--- config.mk ---
export PLATFORM = sky130hd
export DESIGN_NAME = centi_value_decimal_formatter_unit_flat
export DESIGN_NICKNAME = d
export VERILOG_FILES = /design/src/rtl/cvdf_pkg.sv /design/src/rtl/cvdf_if.sv /design/src/rtl/cvdf_datapath.sv /design/src/rtl/cvdf_sequencer.sv /design/src/rtl/centi_value_decimal_formatter_unit.sv /design/src/flat_wrapper.sv
export SDC_FILE = /design/constraint.sdc
export NUM_CORES = 1
export LEC_CHECK = 0
export ABC_CLOCK_PERIOD_IN_PS = 10500
export BUFFER_PORTS_ARGS = -buffer_cell sky130_fd_sc_hd__buf_2
export CORE_MARGIN = 5
export CORE_UTILIZATION = 50
export CTS_CLUSTER_DIAMETER = 40
export CTS_CLUSTER_SIZE = 40
export DETAILED_ROUTE_END_ITERATION = 6
export GPL_TIMING_DRIVEN = 0
export PLACE_DENSITY_LB_ADDON = 0.05
export SETUP_SLACK_MARGIN = 0.4
export SYNTH_ARGS = -nofsm -noshare
export SYNTH_HDL_FRONTEND = slang
export SYNTH_SLANG_ARGS = --single-unit
--- constraint.sdc ---
create_clock -name clk -period 10.5 [get_ports clk]
set_input_delay 1.05 -clock clk [delete_from_list [all_inputs] [get_ports clk]]
set_output_delay 1.05 -clock clk [all_outputs]
set_load 0.02 [all_outputs]
--- src/rtl/cvdf_pkg.sv ---
`timescale 1ns / 1ps
`default_nettype none
package cvdf_pkg;

  localparam int unsigned VALUE_WIDTH_DEF = 32;

  localparam logic [7:0] CH_L     = 8'h6c;
  localparam logic [7:0] CH_U     = 8'h75;
  localparam logic [7:0] CH_X     = 8'h78;
  localparam logic [7:0] CH_SPACE = 8'h20;
  localparam logic [7:0] CH_EQ    = 8'h3d;
  localparam logic [7:0] CH_DOT   = 8'h2e;
  localparam logic [7:0] CH_CR    = 8'h0d;
  localparam logic [7:0] CH_LF    = 8'h0a;
  localparam logic [7:0] CH_ZERO  = 8'h30;
  localparam logic [7:0] CH_NUL   = 8'h00;

  localparam int unsigned FRAC_DIGITS = 2;

  // decimal digits of 2**w - 1 (1233 / 4096 ~ log10 2)
  function automatic int unsigned dec_digits(input int unsigned w);
    return ((w * 1233) >> 12) + 1;
  endfunction

  typedef logic [3:0] step_t;

  typedef enum logic [2:0] {
    OP_NONE,
    OP_LOAD,
    OP_DABBLE,
    OP_SKIP,
    OP_SHIFT
  } op_t;

  typedef enum logic [2:0] {
    C_NEXT,
    C_ALWAYS,
    C_NO_IN,
    C_BITS,
    C_SKIP,
    C_INT
  } cond_t;

  typedef enum logic {
    SRC_CONST,
    SRC_DIGIT
  } src_t;

  typedef struct packed {
    logic       emit;
    logic       last;
    src_t       src;
    logic [7:0] ch;
    op_t        op;
    cond_t      cond;
    step_t      target;
  } ctrl_t;

  typedef struct packed {
    op_t  op;
    logic en;
  } dp_cmd_t;

  typedef struct packed {
    logic       bits_more;
    logic       skip_go;
    logic       int_more;
    logic [3:0] top_digit;
  } dp_stat_t;

  localparam step_t S_IDLE = 4'd0;
  localparam step_t S_CONV = 4'd1;
  localparam step_t S_SKIP = 4'd8;
  localparam step_t S_INT  = 4'd9;
  localparam int unsigned NUM_STEPS = 16;

  function automatic ctrl_t cw_char(input logic [7:0] ch, input logic last,
                                    input cond_t cond);
    ctrl_t c;
    c = '{emit: 1'b1, last: last, src: SRC_CONST, ch: ch, op: OP_NONE,
          cond: cond, target: S_IDLE};
    return c;
  endfunction

  function automatic ctrl_t cw_digit(input op_t op, input cond_t cond,
                                     input step_t target);
    ctrl_t c;
    c = '{emit: 1'b1, last: 1'b0, src: SRC_DIGIT, ch: CH_NUL, op: op,
          cond: cond, target: target};
    return c;
  endfunction

  function automatic ctrl_t cw_op(input op_t op, input cond_t cond,
                                  input step_t target);
    ctrl_t c;
    c = '{emit: 1'b0, last: 1'b0, src: SRC_CONST, ch: CH_NUL, op: op,
          cond: cond, target: target};
    return c;
  endfunction

  localparam ctrl_t PROGRAM [NUM_STEPS] = '{
    cw_op(OP_LOAD, C_NO_IN, S_IDLE),
    cw_op(OP_DABBLE, C_BITS, S_CONV),
    cw_char(CH_L, 1'b0, C_NEXT),
    cw_char(CH_U, 1'b0, C_NEXT),
    cw_char(CH_X, 1'b0, C_NEXT),
    cw_char(CH_SPACE, 1'b0, C_NEXT),
    cw_char(CH_EQ, 1'b0, C_NEXT),
    cw_char(CH_SPACE, 1'b0, C_NEXT),
    cw_op(OP_SKIP, C_SKIP, S_SKIP),
    cw_digit(OP_SHIFT, C_INT, S_INT),
    cw_char(CH_DOT, 1'b0, C_NEXT),
    cw_digit(OP_SHIFT, C_NEXT, S_IDLE),
    cw_digit(OP_SHIFT, C_NEXT, S_IDLE),
    cw_char(CH_CR, 1'b0, C_NEXT),
    cw_char(CH_LF, 1'b1, C_ALWAYS),
    cw_op(OP_NONE, C_ALWAYS, S_IDLE)
  };

endpackage
`default_nettype wire

--- src/rtl/cvdf_if.sv ---
`timescale 1ns / 1ps
`default_nettype none
interface cvdf_in_if #(
  parameter int unsigned VALUE_WIDTH = cvdf_pkg::VALUE_WIDTH_DEF
) ();
  logic                   valid;
  logic                   ready;
  logic [VALUE_WIDTH-1:0] hundredths_value;

  modport source (output valid, output hundredths_value, input ready);
  modport sink (input valid, input hundredths_value, output ready);
endinterface

interface cvdf_out_if ();
  logic       valid;
  logic       ready;
  logic [7:0] ascii_char;
  logic       last_char;

  modport source (output valid, output ascii_char, output last_char, input ready);
  modport sink (input valid, input ascii_char, input last_char, output ready);
endinterface
`default_nettype wire

--- src/rtl/cvdf_datapath.sv ---
`timescale 1ns / 1ps
`default_nettype none
module cvdf_datapath #(
  parameter int unsigned VALUE_WIDTH = cvdf_pkg::VALUE_WIDTH_DEF,
  parameter int unsigned DIGITS      = cvdf_pkg::dec_digits(VALUE_WIDTH)
) (
  input  wire logic                   clk,
  input  wire logic [VALUE_WIDTH-1:0] value,
  input  wire cvdf_pkg::dp_cmd_t      cmd,
  output cvdf_pkg::dp_stat_t          stat
);

  // two bits per dabble step; odd widths get a leading zero
  localparam int unsigned PW    = VALUE_WIDTH + (VALUE_WIDTH % 2);
  localparam int unsigned STEPS = PW / 2;
  localparam int unsigned CW    = $clog2(STEPS + 1);
  localparam int unsigned NW    = $clog2(DIGITS);
  localparam int unsigned BW    = 4 * DIGITS;

  logic [PW-1:0] bin_r;
  logic [BW-1:0] bcd_r;
  logic [CW-1:0] cnt_r;
  logic [NW-1:0] nint_r;

  logic [BW-1:0] adj0, adj1, bcd1, bcd2;
  logic [PW-1:0] bin1, bin2;

  function automatic logic [BW-1:0] add3(input logic [BW-1:0] b);
    logic [BW-1:0] r;
    r = b;
    for (int i = 0; i < DIGITS; i++) begin
      if (b[4*i +: 4] >= 4'd5) begin
        r[4*i +: 4] = b[4*i +: 4] + 4'd3;
      end
    end
    return r;
  endfunction

  always_comb begin
    adj0         = add3(bcd_r);
    {bcd1, bin1} = {adj0, bin_r} << 1;
    adj1         = add3(bcd1);
    {bcd2, bin2} = {adj1, bin1} << 1;
  end

  always_comb begin
    stat.top_digit = bcd_r[BW-1 -: 4];
    stat.bits_more = cnt_r > CW'(1);
    stat.int_more  = nint_r > NW'(1);
    stat.skip_go   = (nint_r > NW'(1)) && (bcd_r[BW-1 -: 4] == 4'd0);
  end

  always_ff @(posedge clk) begin
    if (cmd.en) begin
      unique case (cmd.op)
        cvdf_pkg::OP_LOAD: begin
          bin_r  <= PW'(value);
          bcd_r  <= '0;
          cnt_r  <= CW'(STEPS);
          nint_r <= NW'(DIGITS - cvdf_pkg::FRAC_DIGITS);
        end
        cvdf_pkg::OP_DABBLE: begin
          bin_r <= bin2;
          bcd_r <= bcd2;
          cnt_r <= cnt_r - CW'(1);
        end
        cvdf_pkg::OP_SKIP: begin
          if (stat.skip_go) begin
            bcd_r  <= bcd_r << 4;
            nint_r <= nint_r - NW'(1);
          end
        end
        cvdf_pkg::OP_SHIFT: begin
          bcd_r  <= bcd_r << 4;
          nint_r <= nint_r - NW'(1);
        end
        default: begin
        end
      endcase
    end
  end

endmodule
`default_nettype wire

--- src/rtl/cvdf_sequencer.sv ---
`timescale 1ns / 1ps
`default_nettype none
module cvdf_sequencer (
  input  wire logic               clk,
  input  wire logic               rst_n,
  input  wire logic               in_valid,
  output logic                    in_ready,
  output logic                    out_valid,
  input  wire logic               out_ready,
  output logic [7:0]              out_char,
  output logic                    out_last,
  output cvdf_pkg::dp_cmd_t       cmd,
  input  wire cvdf_pkg::dp_stat_t stat
);

  cvdf_pkg::step_t step_r, step_nxt;
  cvdf_pkg::ctrl_t ctrl;
  logic            out_valid_r;
  logic [7:0]      char_r, char_nxt;
  logic            last_r;
  logic            out_free, stall, take;

  always_comb begin
    ctrl     = cvdf_pkg::PROGRAM[step_r];
    out_free = !out_valid_r || out_ready;
    stall    = ctrl.emit && !out_free;
    unique case (ctrl.cond)
      cvdf_pkg::C_NEXT:   take = 1'b0;
      cvdf_pkg::C_ALWAYS: take = 1'b1;
      cvdf_pkg::C_NO_IN:  take = !in_valid;
      cvdf_pkg::C_BITS:   take = stat.bits_more;
      cvdf_pkg::C_SKIP:   take = stat.skip_go;
      cvdf_pkg::C_INT:    take = stat.int_more;
      default:            take = 1'b1;
    endcase
    if (stall) begin
      step_nxt = step_r;
    end else if (take) begin
      step_nxt = ctrl.target;
    end else begin
      step_nxt = step_r + cvdf_pkg::step_t'(1);
    end
    char_nxt = (ctrl.src == cvdf_pkg::SRC_DIGIT) ?
               (cvdf_pkg::CH_ZERO | {4'h0, stat.top_digit}) : ctrl.ch;
    in_ready = ctrl.op == cvdf_pkg::OP_LOAD;
    cmd.op   = ctrl.op;
    cmd.en   = !stall && ((ctrl.op != cvdf_pkg::OP_LOAD) || in_valid);
  end

  always_ff @(posedge clk) begin
    if (!rst_n) begin
      step_r      <= cvdf_pkg::S_IDLE;
      out_valid_r <= 1'b0;
    end else begin
      step_r <= step_nxt;
      if (ctrl.emit && out_free) begin
        out_valid_r <= 1'b1;
        char_r      <= char_nxt;
        last_r      <= ctrl.last;
      end else if (out_ready) begin
        out_valid_r <= 1'b0;
      end
    end
  end

  assign out_valid = out_valid_r;
  assign out_char  = char_r;
  assign out_last  = last_r;

endmodule
`default_nettype wire

--- src/rtl/centi_value_decimal_formatter_unit.sv ---
// Centi-value decimal formatter.
// in_ch (valid/ready): one beat carries hundredths_value, an unsigned count of
// hundredths. out_ch (valid/ready): one beat per ASCII character of the line
// "lux = <integer>.<two digits>" CR LF; last_char is set on the LF beat.
// The integer part has no leading zeros, or is a single '0'.
// Each value is converted to BCD by double dabble, two bits per cycle, then a
// microcode program of 16 steps emits the characters, at most one per cycle.
// in_ch is ready only on the idle step; one value is worked on at a time,
// and the next can be taken while the final LF still waits in the output
// register. A stalled receiver holds the output beat and freezes the program
// at its next emitting step. Reset returns the program to idle and drops
// out_ch valid.
`timescale 1ns / 1ps
`default_nettype none
module centi_value_decimal_formatter_unit #(
  parameter int unsigned VALUE_WIDTH = cvdf_pkg::VALUE_WIDTH_DEF
) (
  input wire logic    clk,
  input wire logic    rst_n,
  cvdf_in_if.sink     in_ch,
  cvdf_out_if.source  out_ch
);

  localparam int unsigned DIGITS = cvdf_pkg::dec_digits(VALUE_WIDTH);

  cvdf_pkg::dp_cmd_t  cmd;
  cvdf_pkg::dp_stat_t stat;

  cvdf_sequencer u_seq (
    .clk       (clk),
    .rst_n     (rst_n),
    .in_valid  (in_ch.valid),
    .in_ready  (in_ch.ready),
    .out_valid (out_ch.valid),
    .out_ready (out_ch.ready),
    .out_char  (out_ch.ascii_char),
    .out_last  (out_ch.last_char),
    .cmd       (cmd),
    .stat      (stat)
  );

  cvdf_datapath #(
    .VALUE_WIDTH (VALUE_WIDTH),
    .DIGITS      (DIGITS)
  ) u_dp (
    .clk   (clk),
    .value (in_ch.hundredths_value),
    .cmd   (cmd),
    .stat  (stat)
  );

endmodule
`default_nettype wire
--- src/flat_wrapper.sv ---
// flat-port wrapper written by rule: the top's interface ports become plain ports
module centi_value_decimal_formatter_unit_flat 
#(
  parameter int unsigned VALUE_WIDTH = cvdf_pkg::VALUE_WIDTH_DEF
)
  (clk, rst_n, in_ch_valid, in_ch_hundredths_value, in_ch_ready, out_ch_valid, out_ch_ascii_char, out_ch_last_char, out_ch_ready);
  cvdf_in_if #(.VALUE_WIDTH(VALUE_WIDTH)) in_ch_i ();
  cvdf_out_if out_ch_i ();
  input wire logic clk;
  input wire logic rst_n;
  input wire logic [$bits(in_ch_i.valid)-1:0] in_ch_valid;
  input wire logic [$bits(in_ch_i.hundredths_value)-1:0] in_ch_hundredths_value;
  output wire logic [$bits(in_ch_i.ready)-1:0] in_ch_ready;
  output wire logic [$bits(out_ch_i.valid)-1:0] out_ch_valid;
  output wire logic [$bits(out_ch_i.ascii_char)-1:0] out_ch_ascii_char;
  output wire logic [$bits(out_ch_i.last_char)-1:0] out_ch_last_char;
  input wire logic [$bits(out_ch_i.ready)-1:0] out_ch_ready;
  assign in_ch_i.valid = in_ch_valid;
  assign in_ch_i.hundredths_value = in_ch_hundredths_value;
  assign in_ch_ready = in_ch_i.ready;
  assign out_ch_valid = out_ch_i.valid;
  assign out_ch_ascii_char = out_ch_i.ascii_char;
  assign out_ch_last_char = out_ch_i.last_char;
  assign out_ch_i.ready = out_ch_ready;
  centi_value_decimal_formatter_unit #(.VALUE_WIDTH(VALUE_WIDTH)) u_core (.clk(clk), .rst_n(rst_n), .in_ch(in_ch_i), .out_ch(out_ch_i));
endmodule
**Yosys cells after proc, flatten, opt, wreduce, memory -nomap -nowiden**

Memories as Yosys holds them, arrays and structs flattened.
Cells that the tools add are included.

- Register bits: 95
- Bits of input ports: 36
- Logic and storage cells: 120
- Output and inout bits: 11
- Memories: 1
- Bits in read-only memories: 336

Memory list:

| memory | words | width | rd ports | clocked after memory_dff | wr ports | line | text |
|---|---|---|---|---|---|---|---|
| (name not given) | 16 | 21 | 1 | 0 | 0 | cvdf_sequencer.sv:24 | `ctrl = cvdf_pkg::PROGRAM[step_r];` |

- Add/sub/neg operators: 23
- Mux-type cells: 33
- Order comparisons: 23
- Reductions and logical operators: 20
- Equality and inequality tests: 10
- Bitwise gates (word level): 1

Operators with widths:

| kind | count |
|---|---|
| $pmux W40 S4 | 1 |
| $mux W4 | 21 |
| $ge A4 B3 Y1 const B | 20 |
| $add A4 B2 Y4 const B | 18 |
| $pmux W32 S2 | 1 |
| $mux W21 | 2 |
| $mux W40 | 1 |
| $eq A3 B2 Y1 const B | 4 |
| $pmux W4 S3 | 1 |
| $pmux W5 S2 | 1 |
| $eq A3 B3 Y1 const B | 3 |
| $add A3 B2 Y3 const B | 2 |
| $mux W3 | 2 |
| $reduce_and A3 Y1 | 2 |
| $ge A5 B5 Y1 const B | 1 |
| $gt A5 B1 Y1 const B | 1 |
| $not A4 Y5 | 1 |
| $pmux W1 S5 | 1 |
| $sub A5 B1 Y5 const B | 1 |
| $add A4 B1 Y4 const B | 1 |
| $gt A4 B1 Y1 const B | 1 |
| $logic_and A1 B1 Y1 | 4 |
| $logic_not A1 Y1 | 4 |
| $logic_not A4 Y1 | 1 |
| 11 further kinds | 15 |

**Longest topological paths before layout**

Gate-level depths: netlist of the first run.

- Depth in word-level cells: 8
- Depth in mapped cells: 11
- Mapped depth without buffers: 11

**Modules after synthesis**

Synthesis of the first run repeated with hierarchy kept, for this count alone.

- Cells, all modules: 725
- Area total of the unflattened synthesis: 6676.4 um^2

Modules (own cells, without submodules):

| module | area an instance (um^2) | sequential area each (um^2) | cells an instance | times used |
|---|---|---|---|---|
| cvdf_datapath | 5725.5 | 2432.3 | 616 | 1 |
| cvdf_sequencer | 950.9 | 340.3 | 109 | 1 |

**Worst setup path after synthesis of the first run**

No wires, ideal clock.

- Path type: flip-flop to flip-flop
- From: reg u_core.u_seq.step_r[1]
- To: reg u_core.u_dp.bcd_r[0] (enable)
- Clock period less this slack: 4.320 ns
- Buffers on the path: 5
- Stages on the path, launching flop included: 10
- Library setup time: 0.462 ns
- Required time: 10.038 ns
- Arrival time: 3.859 ns
- Path slack: 6.180 ns
- Cells stage by stage: dfxtp_1 > buf_2 > inv_1 > ha_1 > buf_2 > nand3b_1 > buf_2 > buf_2 > buf_2 > a31oi_1

- Cells in the longest elaborated chain, start to end: 8
- Elaborated cells between the ends (all ways): 16
- Those cells by class: eq/ne: 6; mux: 2; bitwise: 1; reduce/logical: 6; memory: 1

Ends and longest elaborated chain:

| element | line | text |
|---|---|---|
| start: declaration | cvdf_sequencer.sv:16 | `cvdf_pkg::step_t step_r, step_nxt;` |
| start signal: assignment | cvdf_sequencer.sv:52 | `step_r <= cvdf_pkg::S_IDLE;` |
| start signal: assignment | cvdf_sequencer.sv:55 | `step_r <= step_nxt;` |
| $not A4 Y5 (implied by the code) (*) | cvdf_sequencer.sv:24 |  |
| $mem_v2 Z16 W21 (*) | - |  |
| $mux W21 (implied by the code) (*) (2 in a row) | cvdf_sequencer.sv:24 |  |
| $ne A3 B1 Y1 / $logic_and A1 B1 Y1 (equally long branches) | cvdf_sequencer.sv:47, cvdf_sequencer.sv:26 |  |
| $logic_or A1 B1 Y1 / $logic_not A1 Y1 (equally long branches) | cvdf_sequencer.sv:47 | `cmd.en = !stall && ((ctrl.op != cvdf_pkg::OP_LOAD) \|\| in_valid);` |
| $logic_and A1 B1 Y1 | cvdf_sequencer.sv:47 |  |
| $reduce_and A3 Y1 (no line) (*) | - |  |
| end signal: assignment | cvdf_datapath.sv:69 | `bcd_r <= bcd_r << 4;` |
| end signal: assignment | cvdf_datapath.sv:74 | `bcd_r <= bcd_r << 4;` |
| end: declaration | cvdf_datapath.sv:21 | `logic [BW-1:0] bcd_r;` |

Mark *: on every way between the ends. The rest lies on a longest branch, timed or not. The select of a mux whose other input is x is not followed.
A chain may end at the register's enable or synchronous reset.

**Worst setup path after layout of the first run**

- From: reg u_core.u_seq.step_r[1]
- To: reg u_core.u_dp.bcd_r[13] (enable)

The elaborated chain is that of the path after synthesis.

==> results of run 1 <==
==> worst paths after layout <==
check / from / end / slack (ns) / cells past startpoint
worst max-delay path: u_core.u_seq.step_r[1] / u_core.u_dp.bcd_r[13] / 7.17 / 10
worst min-delay path: u_core.u_dp.bin_r[20] / u_core.u_dp.bin_r[22] / 0.51 / 2
worst max register to register: u_core.u_seq.step_r[1] / u_core.u_dp.bcd_r[13] / 7.17 / 10
worst min register to register: u_core.u_dp.bin_r[20] / u_core.u_dp.bin_r[22] / 0.51 / 2
==> kinds of logic (layout without fill, tap and decap cells) <==
family | Yosys count | after routing | share of synthesized area
buf+inv | 82 | 145 | 0.0521
other cells | 1 | 1 | 0.000566
mux | 30 | 30 | 0.0485
xor+xnor | 15 | 15 | 0.0198
flops | 94 | 94 | 0.418
fa+ha+maj | 38 | 38 | 0.0718
simple gates | 288 | 288 | 0.213
compound gates | 157 | 157 | 0.176
==> state kept, by name (all words and copies together), names as in the netlist <==
register / count
u_core.u_dp.nint_r: 4
u_core.u_seq.out_valid: 1
u_core.u_seq.out_last: 1
u_core.u_dp.bin_r: 32
u_core.u_seq.out_char: 7
u_core.u_seq.step_r: 4
u_core.u_dp.bcd_r: 40
u_core.u_dp.cnt_r: 5
==> layout make-up <==
class | instances | share of cell area
inverter | 50 | 0.0253
clock inverter | 6 | 0.00625
timing repair buffer | 47 | 0.0358
tap | 176 | 0.0297
sequential | 94 | 0.374
multi-input combinational | 529 | 0.477
clock buffer | 10 | 0.0309
buffer | 32 | 0.0213
==> where the power goes <==
group / switching (mW) / total (mW) / internal [mW]
clock network: 0.150 / 0.312 / 0.162
registers: 0.137 / 0.827 / 0.690
logic: 1.01 / 1.61 / 0.607
==> layout by cell type (no fill, tap or decap), drive strengths merged, types with 4 or more instances in the layout <==
| cell type | netlist | routed |
|---|---|---|
| o211ai | 11 | 11 |
| inv | 50 | 51 |
| xnor2 | 15 | 15 |
| nand2 | 128 | 128 |
| a211o | 6 | 6 |
| o31ai | 4 | 4 |
| a22oi | 8 | 8 |
| nand4 | 7 | 7 |
| nor2 | 43 | 43 |
| nand3b | 8 | 8 |
| or4 | 5 | 5 |
| clkinv | 0 | 4 |
| edfxtp | 89 | 89 |
| nand3 | 34 | 34 |
| buf | 26 | 73 |
| nand2b | 18 | 18 |
| a32o | 5 | 5 |
| a21oi | 35 | 35 |
| o2111ai | 9 | 9 |
| mux2 | 17 | 17 |
| clkbuf | 6 | 16 |
| and2 | 7 | 7 |
| a221oi | 4 | 4 |
| dfxtp | 5 | 5 |
| o311ai | 4 | 4 |
| nor2b | 4 | 4 |
| a31oi | 10 | 10 |
| o21ai | 26 | 26 |
| nor3b | 18 | 18 |
| a32oi | 5 | 5 |
| ha | 38 | 38 |
| mux2i | 13 | 13 |
==> tightest hold or removal path, stage by stage, from the launching register on <==
cell      delay (ns)
edfxtp_1        0.32
nand2_1         0.04
nand2_1         0.04
==> metal layers <==
metal / global-route usage / vias to the layer above
met5: 0 / -
li1: - / 2705
met2: 0.318 / 171
met1: 0.268 / 2633
met4: 0.0778 / 0
met3: 0.0303 / 24
==> summary.txt, run 1 <==
Run status
  • Status: finished, final reports clean

STA
  • Final period util: 0.317
  • Skew final: 0.00857 ns
  • Setup_tns: 0 ns
  • # setup viols final: 0
  • Hold Vio Cnt, Final: 0
  • Worst Setup Slack, final: 7.17 ns
  • Worst hold margin: 0.511 ns
  • Final Max Slew Viols: 0
  • Final worst path period need: 3.33 ns
  • Slew at the pin closest to its max-slew limit: 1.22 ns
  • Unrepaired setup endpoints after global routing: no
  • Slew margin rel.: 0.187
  • Fmax: 0.301 GHz

Placement
  • RePlAce Congestion: 0.909
  • Post-DP HPWL: 11.0 mm
  • Worst slack at placement: ~7.2 ns
  • Placed inst area: 7130 µm²
  • DP Cell Count: 928
  • Port Buffer Count: 45

Critical path
  • Cell Chain, Critical Path: buf_2, inv_1, ha_1, buf_2, nand3b_1, buf_2, buf_2, buf_2, a31oi_4, buf_12
  • Worst Setup Start Kind: register
  • Worst-path maximum fanout: 25
  • Family with the most delay on the worst path: buffers and inverters
  • Slowest-stage cell, CP: a31oi_4
  • Worst EP required: 10.55 ns
  • Crit path buffers/inverters: 7
  • CP peak stage delay: 0.60 ns
  • WS Path Type: reg2reg
  • Most used cell, CP: buf_2
  • Critical path arrival: roughly 3.4 ns
  • CP Capture Type: register

Global route
  • GR Util All Layers: 0.197
  • Vias in the first global route: 5,207
  • Grt total ovfl: 0
  • Initial antenna violation count: 0
  • Maximum number of pins on one net before global-route repair: 36
  • First-pass GRT wire length: ~25 mm

Clock tree
  • CTS buffer count: 9
  • H-tree levels: 3
  • # hold bufs at CTS: 0
  • Clk sinks: 94
  • CTS tree: built
  • CTS root buf: clkbuf_16
  • Worst-path clk slew: 0.07 ns
  • Worst-skew pair later-pin latency: 0.35 ns
  • Setup Buffers After CTS: 0
  • CTS resizes: 0
  • Clock tree buffer depth: 2

Synthesis
  • Post-synth top area cell: edfxtp_1
  • Mean Syn Cell Area: about 9.4 µm²
  • Register area share after synthesis: 0.418
  • Post-synth ARST share: 0
  • Area of the mapped netlist: 6630 µm²
  • Yosys cell types: 71
  • Synth cell count leaders: 127 x nand2_1, 89 x edfxtp_1, 45 x inv_1
  • Yosys reg bits: 94
  • Cells after Synth: 705
  • Most used DFF post-synth: edfxtp_1
  • Warnings, synthesis: 0
  • Most numerous cell in the Yosys netlist: nand2_1
  • Synthesized Nets: 779
  • Post-synth top area share: 0.403
  • Synth area leaders: edfxtp_1 40%, nand2_1 7.2%, ha_1 7.2%
  • Post-synth EDFFs: between 80 and 90

Cells and area
  • Syn-to-layout area delta: 11.8%
  • Total area of sequential cells: 2770 µm²
  • Fillers: 1,188
  • Fin nets: ~840
  • Layout cells sized above 1: 0.173
  • ANT cells: 0
  • Layout Cells excl Fill: 944
  • Area of the multi-input gates: 3530 µm²
  • Post-Layout Inst Area: 7410 µm²
  • Final Util: 0.564

Routing
  • Final Routed Wirelength: 15.5 mm
  • Met2 wire len: 7.16 mm
  • Highest routed layer: met4
  • Metal3 WL: 774 µm
  • DRC: 0
  • DR vias/cell: 5.86
  • DR iter-0 viols: 431
  • Via count: 5,533
  • Routed wire per std cell: 16.5 µm
  • Detail Route Antenna Nets: 0
  • M1 wire length: 7.27 mm
  • First-pass DRT Iterations: 5

Die
  • # IOs: 47
  • Rows: 42
  • Die W: 125 µm
  • Die area: between 15,000 and 20,000 µm²
  • Core Region: 13,100 µm²
  • Die span in y: about 130 µm
  • Initial core utilization: 0.504

Pwr
  • Worst vdd rail ir drop: 0.157 mV
  • Lkg Pwr: 2.95 nW
  • Pwr/cell area: 372 nW/µm²
  • PnR Total Power: 2.75 mW

Worst hold path
  • Hold Crit Class: reg2reg

Flow run
  • Max-cap violations: 0
(Power assumes the default switching activity.)
==> run 2, diff against run 1 <==
ABC_CLOCK_PERIOD_IN_PS = 3250   (was 10500)
clock period = 3.25 ns   (was 10.5 ns; I/O delays follow)
==> run 2 against run 1 <==
Against the previous run:
- highest routed layer unchanged
- via count rose by 1.8%
- total power rose to 3.4 times the previous value
- core utilization rose by 1.8 points
- setup slack got worse by 6.6 ns
- register-to-register slack got worse by 6.6 ns
- final area rose by 3.2%
- clock skew fell by 0.00052 ns
- critical endpoint is now u_core.u_dp.bcd_r[37]
- hold slack got worse by 0.29 ns
- critical path type unchanged
- critical path depth fell by 1
- die area did not move
- global-route usage rose by 0.74 points
- sequential share of layout area fell by 1.1 points
==> summary.txt, run 2 (synthesis gave the netlist of run 1 again) <==
Die
  • Initial core utilization: 0.504 (unchanged)
  • Die span in y: 125 µm (unchanged)
  • Die W: 125 µm (unchanged)
  • Rows: 42 (unchanged)
  • Core Region: 13,100 µm² (unchanged)
  • Die area: 15,700 µm² (unchanged)
  • # IOs: 47 (unchanged)

Clock tree
  • # hold bufs at CTS: 0 (unchanged)
  • Clock tree buffer depth: 2 (unchanged)
  • CTS tree: built
  • Worst-skew pair later-pin latency: 0.35 ns (about the same)
  • Worst-path clk slew: 0.07 ns (about the same)
  • H-tree levels: 3 (unchanged)
  • CTS buffer count: 9 (unchanged)
  • Clk sinks: 94 (unchanged)
  • CTS root buf: clkbuf_16

STA
  • Final worst path period need: 2.72 ns (-0.608 ns)
  • Slew margin rel.: 0.482 (+0.295)
  • Unrepaired setup endpoints after global routing: no
  • Final period util: 0.837 (+0.520)
  • # setup viols final: 0 (unchanged)
  • Skew final: 0.00805 ns (-0.000518 ns)
  • Worst hold margin: 0.220 ns (-0.291 ns)
  • Worst Setup Slack, final: 0.531 ns (-6.64 ns)
  • Final Max Slew Viols: 0 (unchanged)
  • Hold Vio Cnt, Final: 0 (unchanged)
  • Fmax: 0.368 GHz (+22%)
  • Slew at the pin closest to its max-slew limit: 0.776 ns (-0.440 ns)

Cells and area
  • Layout cells sized above 1: 0.209 (+0.0360)
  • Post-Layout Inst Area: 7640 µm² (+3.2%)
  • Syn-to-layout area delta: 15.4%
  • Commonest non-fill, non-tap cell in the layout: nand2_1
  • Commonest non-fill, non-tap cells in the layout: 127 x nand2_1, 89 x edfxtp_1, 65 x buf_2
  • ANT cells: 0 (unchanged)
  • Fin nets: 853 (+1.9%)
  • Largest register FFs: 40 (unchanged)
  • Fillers: 1,196 (+0.67%)
  • Most flops, register: u_core.u_dp.bcd_r

Routing
  • Metal3 WL: 799 µm (+3.2%)
  • DR iter-0 viols: 524 (+22%)
  • Detail Route Antenna Nets: 0 (unchanged)
  • Final Routed Wirelength: 16.4 mm (+5.4%)
  • Highest routed layer: met4
  • M1 wire length: 7.53 mm (+3.6%)
  • Routed wire per std cell: 17.0 µm (+3.6%)
  • Via count: 5,634 (+1.8%)
  • DRC: 0 (unchanged)
  • First-pass DRT Iterations: 7 (+2)
  • Met2 wire len: 7.78 mm (+8.7%)
  • DR vias/cell: 5.87 (+0.13%)

Placement
  • Worst slack at placement: -0.533 ns (-7.70 ns)
  • RePlAce Congestion: 0.908 (-0.16%)
  • Port Buffer Count: 45 (unchanged)
  • Placed inst area: 7120 µm² (-0.18%)
  • Post-DP HPWL: 11.1 mm (+0.89%)

Critical path
  • Worst EP required: 3.24 ns (-7.31 ns)
  • Worst-path maximum fanout: 11 (-56%)
  • CP Capture Type: register
  • Critical path arrival: 2.71 ns (-0.66 ns)
  • WS Path Type: reg2reg
  • Worst Setup Start Kind: register

Global route
  • Vias in the first global route: 5,399 (+3.7%)
  • Maximum number of pins on one net before global-route repair: 20 (-44%)
  • Grt total ovfl: 0 (unchanged)
  • First-pass GRT wire length: 26.6 mm (+4.4%)
  • Initial antenna violation count: 0 (unchanged)
  • GR Util All Layers: 0.205 (+0.00743)

Pwr
  • Reg power frac: 0.284 (-0.016)
  • Cell Int Power: 4.98 mW (+240%)
  • Combinational Power Share: 0.603 (+0.017)
  • Switch Pwr: 4.40 mW (+240%)
  • Worst vdd rail ir drop: 0.538 mV (+240%)
  • Lkg Pwr: 3.06 nW (+3.7%)
  • Pwr/cell area: 1230 nW/µm² (+230%)
  • Net Sw Frac: 0.469 (-0.00115)
  • Clock power frac: 0.113 (about the same)

Flow run
  • Max-cap violations: 0 (unchanged)

Run status
  • Status: finished, final reports clean

Worst hold path
  • Hold Crit Class: in2reg
-- run 2: path summary, 6_finish.rpt --
check                         startpoint                      to  slack, ns  depth (start not counted)
setup / recovery  u_core.u_seq.step_r[1]   u_core.u_dp.bcd_r[37]       0.53                          9
hold / removal                     rst_n  u_core.u_seq.step_r[0]       0.22                          2
setup reg to reg  u_core.u_seq.step_r[1]   u_core.u_dp.bcd_r[37]       0.53                          9
hold reg to reg    u_core.u_dp.bin_r[18]   u_core.u_dp.bin_r[20]       0.51                          2
-- run 2: layout make-up --
cell class              count  area, µm²  share of cell area
plain buffers              32        169              0.0221
clock buffers               9        225              0.0295
clock inverters             7       66.3             0.00867
inverters                  50        188              0.0245
multi-input cells         531       3610               0.473
flip-flops and latches     94       2770               0.363
well taps                 176        220              0.0288
repair buffers             61        390              0.0511
-- run 2: layer usage --
metal  vias up  GRT usage
met2       158      0.335
met4         0     0.0625
met3        22     0.0256
met1      2714      0.285
met5         -          0
li1       2740          -
-- run 2: timing repair --
item | in CTS | in global routing
cloned | 2 | 0
resized for setup | 7 | 14
buffers inserted | 7 | 8
pin swaps | 5 | 1
endpoints found under the setup margin | 90 | 85
-- run 2: worst max-delay path, cell delays in order, from the launching register on --
cell and delay [ns]:
dfxtp_1 0.39, buf_4 0.19, inv_1 0.11, ha_1 0.20
buf_2 0.19, nand3b_1 0.22, buf_4 0.21, buf_4 0.21
buf_4 0.21, a31oi_4 0.42
-- run 2: per-stage QoR --
stage / cells / utilization / setup TNS, ns / power [mW]
6_report: 960 / 0.582 / 0 / 9.39
3_3_place_gp: 926 / 0.540 / -35.45 / 7.57
5_1_grt: 960 / 0.582 / 0 / 10.1
3_5_place_dp: 927 / 0.542 / -23.68 / 7.85
2_1_floorplan: 705 / - / 0 / 6.53
4_1_cts: 952 / 0.574 / 0 / 9.19
-- run 2: power groups by stage --
stage | sequential (mW) | combinational [mW] | clock, mW
after detailed placement | 2.71 | 5.15 | 0
final | 2.67 | 5.66 | 1.06
after CTS | 2.67 | 5.44 | 1.07
after global placement | 2.70 | 4.87 | 0
after global routing | 2.74 | 6.24 | 1.13
after floorplan | 2.61 | 3.92 | 0
==> run 3, diff against run 2 <==
ABC_AREA = 1   (was unset)
ABC_CLOCK_PERIOD_IN_PS = 2300   (was 3250)
clock period = 2.3 ns   (was 3.25 ns; I/O delays follow)
==> run 3 against run 2 <==
Against the previous run:
- global-route usage increased by 1.8 points
- register-to-register slack worse by 0.24 ns
- die area decreased by 5.7%
- clock skew is 0.0033 ns lower
- routed wire length increased by 11%
- highest routed layer unchanged
- critical endpoint is now u_core.u_dp.bcd_r[34]
- setup slack lost 0.24 ns
- first-iteration DRC count decreased by 17%
- non-clock buffer count increased by 70
- sequential cell count did not move
- area after synthesis shrank 6.2%
- synthesized cell count up 16%
==> summary.txt, run 3 <==
Run status
  • Status: finished, final reports clean

Global route
  • First-pass GRT wire length: 26.5 mm (-0.21%)
  • Met1 Track Usage GR: 0.278 (-0.00748)
  • Met2 Use GR: 0.393 (+0.0581)
  • GRT Max-Usage Layer: met2
  • GR Util All Layers: 0.222 (+0.0177)
  • Grt total ovfl: 0 (unchanged)
  • M3 GR Usage: 0.0284 (+0.00285)
  • Vias in the first global route: 5,814 (+7.7%)
  • Maximum number of pins on one net before global-route repair: 20 (unchanged)
  • Initial antenna violation count: 0 (unchanged)

Clock tree
  • CTS root buf: clkbuf_16
  • CTS tree: built
  • H-tree levels: 3 (unchanged)
  • Clk sinks: 94 (unchanged)
  • # hold bufs at CTS: 0 (unchanged)
  • Clock tree buffer depth: 2 (unchanged)
  • Worst-skew pair later-pin latency: 0.36 ns (about the same)
  • CTS buffer count: 9 (unchanged)
  • Worst-path clk slew: 0.07 ns (about the same)

STA
  • Worst Setup Slack, final: 0.291 ns (-0.240 ns)
  • # setup viols final: 0 (unchanged)
  • Skew final: 0.00480 ns (-0.00326 ns)
  • Unrepaired setup endpoints after global routing: yes
  • Worst hold margin: 0.132 ns (-0.0879 ns)
  • Final Max Slew Viols: 0 (unchanged)
  • Slew margin rel.: 0.641 (+0.158)
  • Fmax: 0.498 GHz (+35%)
  • Slew at the pin closest to its max-slew limit: 0.536 ns (-0.241 ns)
  • Hold Vio Cnt, Final: 0 (unchanged)
  • Final period util: 0.874 (+0.0370)
  • Final worst path period need: 2.01 ns (-0.710 ns)

Critical path
  • Cell Chain, Critical Path: inv_2, ha_4, inv_2, nand2_4, nand3_4, nand2_4, nand2_4, ha_4, inv_1, nand2_1, nand3_1, nand2_1
  • Worst-path maximum fanout: 4 (-7)
  • Worst Setup Start Kind: register
  • Critical path origin: u_core.u_dp.bcd_r[33]
  • Worst r2r src: u_core.u_dp.bcd_r[33]
  • CP Capture Type: register
  • Most used cell, CP: nand2_4
  • Critical path arrival: 2.11 ns (-0.60 ns)
  • CP peak stage delay: 0.45 ns (+0.03 ns)
  • Crit path buffers/inverters: 3 (-3)
  • Crit. path cell count: 12 (+3)
  • Worst EP required: 2.40 ns (-0.84 ns)
  • WS Path Type: reg2reg
  • Cells on worst reg2reg path: 12 (+3)
  • Family with the most delay on the worst path: simple AND/OR/NAND/NOR gates
  • Slowest-stage cell, CP: edfxtp_1

Placement
  • Port Buffer Count: 45 (unchanged)
  • Worst slack at placement: -0.678 ns (-0.145 ns)
  • Post-DP HPWL: 9.99 mm (-9.9%)
  • RePlAce Congestion: 0.864 (-4.9%)

Die
  • Initial core utilization: 0.513 (+0.00905)
  • Core Region: 12,100 µm² (-7.8%)
  • Die area: 14,800 µm² (-5.7%)
  • Die span in y: 122 µm (-2.9%)
  • # IOs: 47 (unchanged)
  • Die W: 122 µm (-2.9%)
  • Rows: 40 (-4.8%)

Synthesis
  • Post-Synth Simple-Gate Area: 0.318 (+0.105)
  • Synth area leaders: edfxtp_1 43%, nand2_1 19%, ha_1 7.6%
  • Yosys cell types: 34 (-52%)
  • Most used DFF post-synth: edfxtp_1
  • Area of the mapped netlist: 6220 µm² (-6.2%)
  • Post-synth top area cell: edfxtp_1
  • Post-synth EDFFs: 89 (unchanged)
  • Post-synth ARST share: 0 (unchanged)
  • Adder-cell share of the synthesized area: 0.0765 (+0.00471)
  • Warnings, synthesis: 0 (unchanged)
  • Synth cell count leaders: 319 x nand2_1, 110 x inv_1, 89 x edfxtp_1
  • Synth Area in XOR/XNOR: 0.00704 (-0.0128)
  • Largest family of logic cells by synthesized area: simple AND/OR/NAND/NOR gates
  • Compound-Gate Fraction of Synth Area: 0.0708 (-0.105)
  • Cells after Synth: 817 (+16%)
  • Synthesized Nets: 891 (+14%)
  • Mux share of post-synthesis cell area: 0 (-0.0485)
  • Register area share after synthesis: 0.446 (+0.0274)
  • Mean Syn Cell Area: 7.61 µm² (-19%)
  • Most numerous cell in the Yosys netlist: nand2_1
  • Yosys reg bits: 94 (unchanged)
  • Post-synth top area share: 0.430 (+0.0265)

Cells and area
  • Final Util: 0.749 (+0.167)
  • Most flops, register: u_core.u_dp.bcd_r
  • Area of the multi-input gates: 4120 µm² (+14%)
  • Fin nets: 1,052 (+23%)
  • Fillers: 844 (-29%)
  • Commonest non-fill, non-tap cell in the layout: nand2_1
  • Largest register FFs: 40 (unchanged)
  • ANT cells: 0 (unchanged)
  • Total area of sequential cells: 2780 µm² (+0.27%)
  • Commonest non-fill, non-tap cells in the layout: 244 x nand2_1, 89 x edfxtp_1, 81 x buf_4
  • Syn-to-layout area delta: 45.9%
  • Layout cells sized above 1: 0.397 (+0.188)

Routing
  • DRC: 0 (unchanged)
  • First-pass DRT Iterations: 5 (-2)
  • DR iter-0 viols: 433 (-17%)
  • DR vias/cell: 5.44 (-7.3%)
  • Via count: 6,259 (+11%)
  • Detail Route Antenna Nets: 0 (unchanged)
  • Final Routed Wirelength: 18.2 mm (+11%)
  • Routed wire per std cell: 15.8 µm (-7.3%)

Worst hold path
  • Hold Crit Class: in2reg
  • Min-Delay Path Depth: 3 (+1)
  • HP Start: in_ch_hundredths_value[2]

Flow run
  • Max-cap violations: 0 (unchanged)
## run 3: changes by cell type after synthesis, moves of 14 or more
cell,previous run,this run
nand4_1,7,25
nand2b_1,18,0
buf_2,24,8
inv_1,45,110
mux2_2,17,0
nand3_1,34,75
o22ai_1,3,17
nand2_1,127,319
nor3b_1,17,0
## run 3: worst min-delay path, cell delays in order
cell,delay (ns)
buf_2,0.07
nand2_1,0.04
nand2_1,0.04
## run 3: worst paths after layout
kind,endpoint,slack [ns]
hold / removal,u_core.u_dp.bin_r[2],0.13
setup reg to reg,u_core.u_dp.bcd_r[34],0.29
setup / recovery,u_core.u_dp.bcd_r[34],0.29
hold reg to reg,u_core.u_dp.bin_r[12],0.52
## run 3: cell type report
class | count | area share
Multi-Input combinational cell | 598 | 0.454
Sequential cell | 94 | 0.306
Timing Repair Buffer | 146 | 0.122
Inverter | 112 | 0.0494
Clock buffer | 10 | 0.0252
Tap cell | 168 | 0.0232
Buffer | 17 | 0.0117
Clock inverter | 6 | 0.00758
## run 3: layer usage
layer / up-vias / routed length (µm)
li1: 3038 / -
met1: 2949 / 7450
met5: - / 0
met4: 0 / 529
met3: 50 / 920
met2: 222 / 9280
## run 3: cells by family (layout without fill, tap and decap cells)
logic type,after synthesis,after routing
and+or+nand+nor,472,475
buffers and inverters,129,291
DFF,94,94
AOI/OAI and AO/OA,78,79
adders and majority gates,38,38
xor gates and xnor gates,5,5
other,1,1
## run 3: repair_timing
action                                  4_1_cts  5_1_grt
cloned                                        4        0
resized for setup                           120      202
pin swaps                                    35       92
endpoints found under the setup margin      161      148
buffers inserted                             64       37
## run 3: stage by stage
stage	cell area, µm²	std cells	setup TNS [ns]
after floorplan	6320	817	-2.07
after global placement	6750	1030	-42.31
after detailed placement	6750	1030	-46.28
after CTS	7950	1114	0
after global routing	9070	1151	0
final	9070	1151	0
Power of run 3 is left out: the tool's default activity adds up to more than one toggle a clock period on the data nets, which glitch-free logic cannot reach.
